$ cat config.mk
export PLATFORM = sky130hd
export DESIGN_NAME = bits_to_alphanumeric_encoder
export DESIGN_NICKNAME = d
export VERILOG_FILES = /design/src/b2a_pkg.sv /design/src/b2a_step.sv /design/src/bits_to_alphanumeric_encoder.sv
export SDC_FILE = /design/constraint.sdc
export NUM_CORES = 1
export LEC_CHECK = 0
export BUFFER_PORTS_ARGS = -buffer_cell sky130_fd_sc_hd__clkbuf_2
export CORE_UTILIZATION = 30
export CTS_CLUSTER_SIZE = 40
export DETAILED_ROUTE_END_ITERATION = 10
export PLACE_DENSITY = 0.49
export SLEW_MARGIN = 30
export SYNTH_ARGS = -nofsm -noshare
export SYNTH_HDL_FRONTEND = slang
export SYNTH_SLANG_ARGS = --single-unit
$ cat constraint.sdc
create_clock -name i_clk -period 10.3 [get_ports i_clk]
set_input_delay 3.09 -clock i_clk [delete_from_list [all_inputs] [get_ports i_clk]]
set_output_delay 3.09 -clock i_clk [all_outputs]
set_load 0.005 [all_outputs]
$ cat src/b2a_pkg.sv
package b2a_pkg;

    localparam logic [5:0] C_SIX_THRESH = 6'h26;
    localparam logic [6:0] C_UPPER_OFS  = 7'h3b;
    localparam logic [4:0] C_FIVE_SPLIT = 5'h06;
    localparam logic [6:0] C_DIGIT_OFS  = 7'h30;
    localparam logic [6:0] C_TERMINATOR = 7'h39;

    localparam logic C_KIND_DATA = 1'b0;
    localparam logic C_KIND_END  = 1'b1;

    // Result of one input item, plus the residue it leaves behind.
    typedef struct packed {
        logic [6:0] char0;
        logic [6:0] char1;
        logic       two;
        logic [4:0] res_bits;
        logic [2:0] res_cnt;
    } t_step_res;

    function automatic logic [6:0] map_five(input logic [4:0] v);
        logic [6:0] ch;
        if (v >= C_FIVE_SPLIT) begin
            ch = {2'b00, v} + C_UPPER_OFS;
        end else begin
            ch = {2'b00, v} + C_DIGIT_OFS;
        end
        return ch;
    endfunction

endpackage

$ cat src/b2a_step.sv
module b2a_step (
    input  logic                 i_kind,
    input  logic [7:0]           i_byte,
    input  logic [4:0]           i_res_bits,
    input  logic [2:0]           i_res_cnt,
    output b2a_pkg::t_step_res   o_res
);

    typedef struct packed {
        logic [6:0]  ch;
        logic [3:0]  cnt;
        logic [12:0] val;
    } t_take;

    // Takes one character from the top of a buffer holding c valid bits (c >= 6).
    function automatic t_take take_one(input logic [12:0] v, input logic [3:0] c);
        t_take       t;
        logic [12:0] sh;
        logic [5:0]  top6;
        sh   = v >> (c - 4'd6);
        top6 = sh[5:0];
        if (top6 >= b2a_pkg::C_SIX_THRESH) begin
            t.ch  = {1'b0, top6} + b2a_pkg::C_UPPER_OFS;
            t.cnt = c - 4'd6;
        end else begin
            t.ch  = b2a_pkg::map_five(sh[5:1]);
            t.cnt = c - 4'd5;
        end
        t.val = v & ((13'd1 << t.cnt) - 13'd1);
        return t;
    endfunction

    logic [4:0]  res_mask;
    logic [4:0]  res_val;
    logic [4:0]  flush_v;
    logic [12:0] buf_val;
    logic [3:0]  buf_cnt;
    t_take       take_a;
    t_take       take_b;

    always_comb begin
        res_mask = 5'((6'd1 << i_res_cnt) - 6'd1);
        res_val  = i_res_bits & res_mask;
        flush_v  = res_val << (3'd5 - i_res_cnt);
        buf_val  = {res_val, i_byte};
        buf_cnt  = {1'b0, i_res_cnt} + 4'd8;
        take_a   = take_one(buf_val, buf_cnt);
        take_b   = take_one(take_a.val, take_a.cnt);

        o_res = '0;
        if (i_kind == b2a_pkg::C_KIND_END) begin
            if (i_res_cnt != 3'd0) begin
                o_res.char0 = b2a_pkg::map_five(flush_v);
                o_res.char1 = b2a_pkg::C_TERMINATOR;
                o_res.two   = 1'b1;
            end else begin
                o_res.char0 = b2a_pkg::C_TERMINATOR;
                o_res.char1 = b2a_pkg::C_TERMINATOR;
                o_res.two   = 1'b0;
            end
        end else begin
            o_res.char0 = take_a.ch;
            o_res.char1 = take_b.ch;
            if (take_a.cnt >= 4'd6) begin
                o_res.two      = 1'b1;
                o_res.res_bits = take_b.val[4:0];
                o_res.res_cnt  = take_b.cnt[2:0];
            end else begin
                o_res.two      = 1'b0;
                o_res.res_bits = take_a.val[4:0];
                o_res.res_cnt  = take_a.cnt[2:0];
            end
        end
    end

endmodule

$ cat src/bits_to_alphanumeric_encoder.sv
// Re-codes a byte stream into alphanumeric characters. Each data item (tuser = 0)
// yields one or two characters, an end-of-message item (tuser = 1) yields the
// flushed leftover bits as one character if any are held, then the terminator
// '9', and starts a new message. tlast marks the final character of each input
// item. An item is registered on entry and coded into a two-character output
// register once that register is free; the output port sets the limit at one
// character per cycle, less while m_axis_tready is low.
module bits_to_alphanumeric_encoder (
    input  logic       i_clk,
    input  logic       i_rst_n,
    input  logic       s_axis_tvalid,
    output logic       s_axis_tready,
    input  logic [7:0] s_axis_tdata,   // [7:0] data_byte
    input  logic       s_axis_tuser,   // [0] kind
    output logic       m_axis_tvalid,
    input  logic       m_axis_tready,
    output logic [7:0] m_axis_tdata,   // [6:0] out_char, [7] zero
    output logic       m_axis_tlast    // last_of_run
);

    logic               r_in_valid;
    logic               r_in_kind;
    logic [7:0]         r_in_byte;
    logic [4:0]         r_res_bits;
    logic [2:0]         r_res_cnt;
    logic               r_pv;
    logic               r_sel;
    logic               r_two;
    logic [6:0]         r_c0;
    logic [6:0]         r_c1;
    b2a_pkg::t_step_res step_res;
    logic               take_last;
    logic               pair_load;

    b2a_step u_step (
        .i_kind     (r_in_kind),
        .i_byte     (r_in_byte),
        .i_res_bits (r_res_bits),
        .i_res_cnt  (r_res_cnt),
        .o_res      (step_res)
    );

    assign m_axis_tvalid = r_pv;
    assign m_axis_tdata  = {1'b0, (r_sel ? r_c1 : r_c0)};
    assign m_axis_tlast  = r_sel | ~r_two;
    assign take_last     = r_pv & m_axis_tready & m_axis_tlast;
    assign pair_load     = r_in_valid & (~r_pv | take_last);
    assign s_axis_tready = ~r_in_valid | pair_load;

    always_ff @(posedge i_clk) begin
        if (!i_rst_n) begin
            r_in_valid <= 1'b0;
            r_res_bits <= '0;
            r_res_cnt  <= '0;
            r_pv       <= 1'b0;
            r_sel      <= 1'b0;
        end else begin
            if (s_axis_tready) begin
                r_in_valid <= s_axis_tvalid;
            end
            if (pair_load) begin
                r_res_bits <= step_res.res_bits;
                r_res_cnt  <= step_res.res_cnt;
                r_pv       <= 1'b1;
                r_sel      <= 1'b0;
            end else if (take_last) begin
                r_pv  <= 1'b0;
                r_sel <= 1'b0;
            end else if (r_pv && m_axis_tready) begin
                r_sel <= 1'b1;
            end
        end
    end

    always_ff @(posedge i_clk) begin
        if (s_axis_tready && s_axis_tvalid) begin
            r_in_kind <= s_axis_tuser;
            r_in_byte <= s_axis_tdata;
        end
        if (pair_load) begin
            r_c0  <= step_res.char0;
            r_c1  <= step_res.char1;
            r_two <= step_res.two;
        end
    end

`ifndef SYNTH
    a_sel_only_second: assert property (@(posedge i_clk) disable iff (!i_rst_n)
        r_sel |-> (r_pv && r_two))
        else $error("second character selected without a pair");

    a_res_cnt_range: assert property (@(posedge i_clk) disable iff (!i_rst_n)
        r_res_cnt <= 3'd5)
        else $error("residue count above five");

    a_end_clears: assert property (@(posedge i_clk) disable iff (!i_rst_n)
        (pair_load && r_in_kind == b2a_pkg::C_KIND_END) |=> (r_res_cnt == 3'd0))
        else $error("end of message did not clear the residue");

    a_pair_continues: assert property (@(posedge i_clk) disable iff (!i_rst_n)
        (m_axis_tvalid && m_axis_tready && !m_axis_tlast) |=> (m_axis_tvalid && r_sel))
        else $error("second character of a pair was lost");
`endif

endmodule

==> out/results.txt <==
Status = finished clean
Gates resized, CTS repair = 0
Sequential share of the synthesized area = 20.4%
Setup TNS = 0 ps
Port Buffers = 22
Htree depth = 2
Diode count = 0
Std cell rows = 44
HP Class = reg2reg
Relative slew slack = 39.7%
Fillcell total = 1,552
CTS Hold Bufs = 0
Critical path's slowest cell = o31ai_1
Vias/cell = 6.17
Clock Sinks = 35
Clock latency at the later pin of the worst-skew pair = 290 ps
Max Clock Freq = 0.117 GHz
Peak VDD IR = 242 µV
Critical path depth = 31
# DRC = 0
Arr. time, crit path = 8790 ps
Nets = 628
Setup CP Type = reg2reg
Die height = 126 µm
Dpl hpwl = 13,000 µm
Main synth FF type = edfxtp_1
Library cells used by synthesis = 85
Layout cells sized above 1 = 14.4%
Period minus WS final = 8570 ps
Final cell count without fillers = 774
Power per Cell Area = 310 nW/µm²
Leak Pwr = 1.83 nW
Max FO, Critical Path = 28
P&R area growth vs syn = 8.91%
GRT Total Usage = 21.8%
Async S/R FF share, synth = 0%
Number of antenna violations at the first check in global routing = 0
Buf/Inv on CP = 2
Crit start category = flip-flop
Max-Cap Viols = 0
Final Cycle Share = 83.2%
Detailed Routing Iterations Pass 1 = 5
First-pass GRT wire length = 26,700 µm
CP dominant cell by count = ha_1
# IOs = 24
Ys Warns = 0
Clock input transition at the sequential cells of the worst setup and hold paths = 60 ps
Synthesized Nets = 626
Cells after synthesis = 587
Fin Hold WS = 543 ps
Setup violators final = 0
Hold Violations, Final = 0
DR vias = 4,776
Drt initial violations = 598
Total wire length = 17,200 µm
Vias in the first global route = 4,613
Initial Util = 31.2%
Die X-Extent = 126 µm
Root buffer cell = clkbuf_16
Cells on worst reg2reg path = 31
CTS Buf Count = 5
Unrepaired setup endpoints after global routing = no
Cell Count Post-Placement = 766
Crit. End Element = flip-flop
Post-DP Area = 4850 µm²
Hold Crit Depth = 1
Total Die Area = 15,900 µm²
Post-synth EDFFs = 24
#FFs+latches synth = 35
Slowest stage delay, CP = 700 ps
Pin count of the biggest net entering global routing = 64
Design area = 5020 µm²
GP Congestion = 0.888
Worst Path Required = 10,520 ps
Setup bufs post-CTS = 0
Netlist area before placement = 4610 µm²
Clock buffer depth = 2
Clock Skew = 6.19 ps
GR Overflow Total = 0
Slew Viols, Final = 0
CORE AREA = 14,800 µm²
CTS tree = built
Least-Margin Pin Slew = 893 ps
Routed len/inst = 22.2 µm
CP delay by family, top = compound AO/OA/AOI/OAI gates
Post-Syn Area per Cell = 7.85 µm²
ANT nets after route = 0
layout by cell type, fill, tap and decap left out, types with 9 or more instances in the layout:
cell type and count:
nand2_1 73, nor2_1 45, a21oi_1 43, o21ai_0 38, ha_1 26, edfxtp_1 24, clkbuf_2 22, inv_1 19
nand3_1 15, a31oi_1 14, xnor2_1 14, nor3_1 14, mux2i_1 13, o211ai_1 11, mux2_2 10, dfxtp_1 10
a211oi_1 9
worst reg2reg max path: cells and delay by family, from the launching register on:
| family | cells | cell delay [ps] |
|---|---|---|
| buffers and inverters | 2 | 580 |
| muxes | 1 | 530 |
| AOI/OAI and AO/OA | 19 | 4830 |
| and+or+nand+nor | 4 | 590 |
| adders and majority gates | 5 | 1650 |
| DFF | 1 | 320 |
sequential cells by signal, summed over array words and instances, names as in the netlist:
register / count
r_in_valid: 1
m_axis_tvalid: 1
r_res_cnt: 3
r_in_kind: 1
r_res_bits: 5
r_c1: 7
r_in_byte: 8
r_two: 1
r_c0: 7
r_sel: 1
report_power, final:
group | switching [W] | internal, W
Sequential | 0.0000137 | 0.000179
Clock | 0.0000636 | 0.000114
Combinational | 0.000792 | 0.000395
path summary, 6_finish.rpt:
path                                   start            end  slack (ps)
worst max register to register  r_res_cnt[1]  r_res_bits[4]        1730
worst min-delay path              r_in_valid  m_axis_tvalid         540
worst max-delay path            r_res_cnt[1]  r_res_bits[4]        1730
worst min register to register    r_in_valid  m_axis_tvalid         540
cell type report:
cell class	instances	area [µm²]	share of cell area (%)
Clock inverter	3	43.8	0.873
Multi-Input combinational cell	494	3420	68.2
Inverter	23	86.3	1.72
Clock buffer	5	125	2.49
Timing Repair Buffer	30	170	3.39
Tap cell	184	230	4.59
Sequential cell	35	942	18.8
logic make-up after synthesis:
| family | synth area share, % |
|---|---|
| adder cells (fa/ha/maj) | 7.06 |
| AO/OA/AOI/OAI | 32.9 |
| flip-flops | 20.4 |
| AND/OR/NAND/NOR | 21.7 |
| other | 0.0814 |
| XOR/XNOR | 3.42 |
| multiplexers | 9.02 |
| buffers and inverters | 5.46 |
through the flow:
| step | setup slack (ps) | utilization, % | power (W) |
|---|---|---|---|
| after global placement | 2040 | 32.8 | 0.00134 |
| after floorplan | 2400 | - | 0.00106 |
| after detailed placement | 1900 | 32.9 | 0.00134 |
| final | 1730 | 34.0 | 0.00156 |
| after global routing | 1090 | 34.0 | 0.00167 |
| after CTS | 1850 | 34.0 | 0.00154 |
synth_stat cells, drive strengths merged (4+ instances only):
cell / n / share of area (%)
o22ai: 7 / 1.2
and2: 6 / 0.81
nand2: 74 / 6.1
mux2i: 13 / 2.8
a32oi: 4 / 0.76
a21oi: 43 / 4.7
clkbuf: 21 / 1.7
nor2: 46 / 3.8
mux2: 13 / 3.3
o31ai: 7 / 1.4
a221oi: 7 / 1.8
nor4: 5 / 0.68
nand3: 15 / 1.6
edfxtp: 24 / 16
nand4: 8 / 1.1
nor3: 14 / 1.5
a31oi: 15 / 2.4
mux4: 6 / 2.9
o21ai: 42 / 4.6
buf: 14 / 1.9
nor2b: 8 / 1.1
ha: 26 / 7.1
nand2b: 8 / 1.1
a211oi: 13 / 2.6
o211ai: 11 / 1.8
or2: 6 / 0.81
and3: 8 / 1.1
o211a: 5 / 1.1
a21o: 7 / 1.1
inv: 21 / 1.7
dfxtp: 11 / 4.8
o221ai: 4 / 0.90
a31o: 5 / 1.1
xnor2: 14 / 2.7
o21a: 5 / 0.81
a22oi: 5 / 0.81
xor2: 4 / 0.76
a211o: 4 / 0.79
per-layer routing:
layer  routed length (µm)  track usage (%)
met1                 7710             28.4
met2                 8030             36.4
met3                  933             3.23
met4                  482             8.50
met5                    0                0
Power figures use the tool's default switching activity.
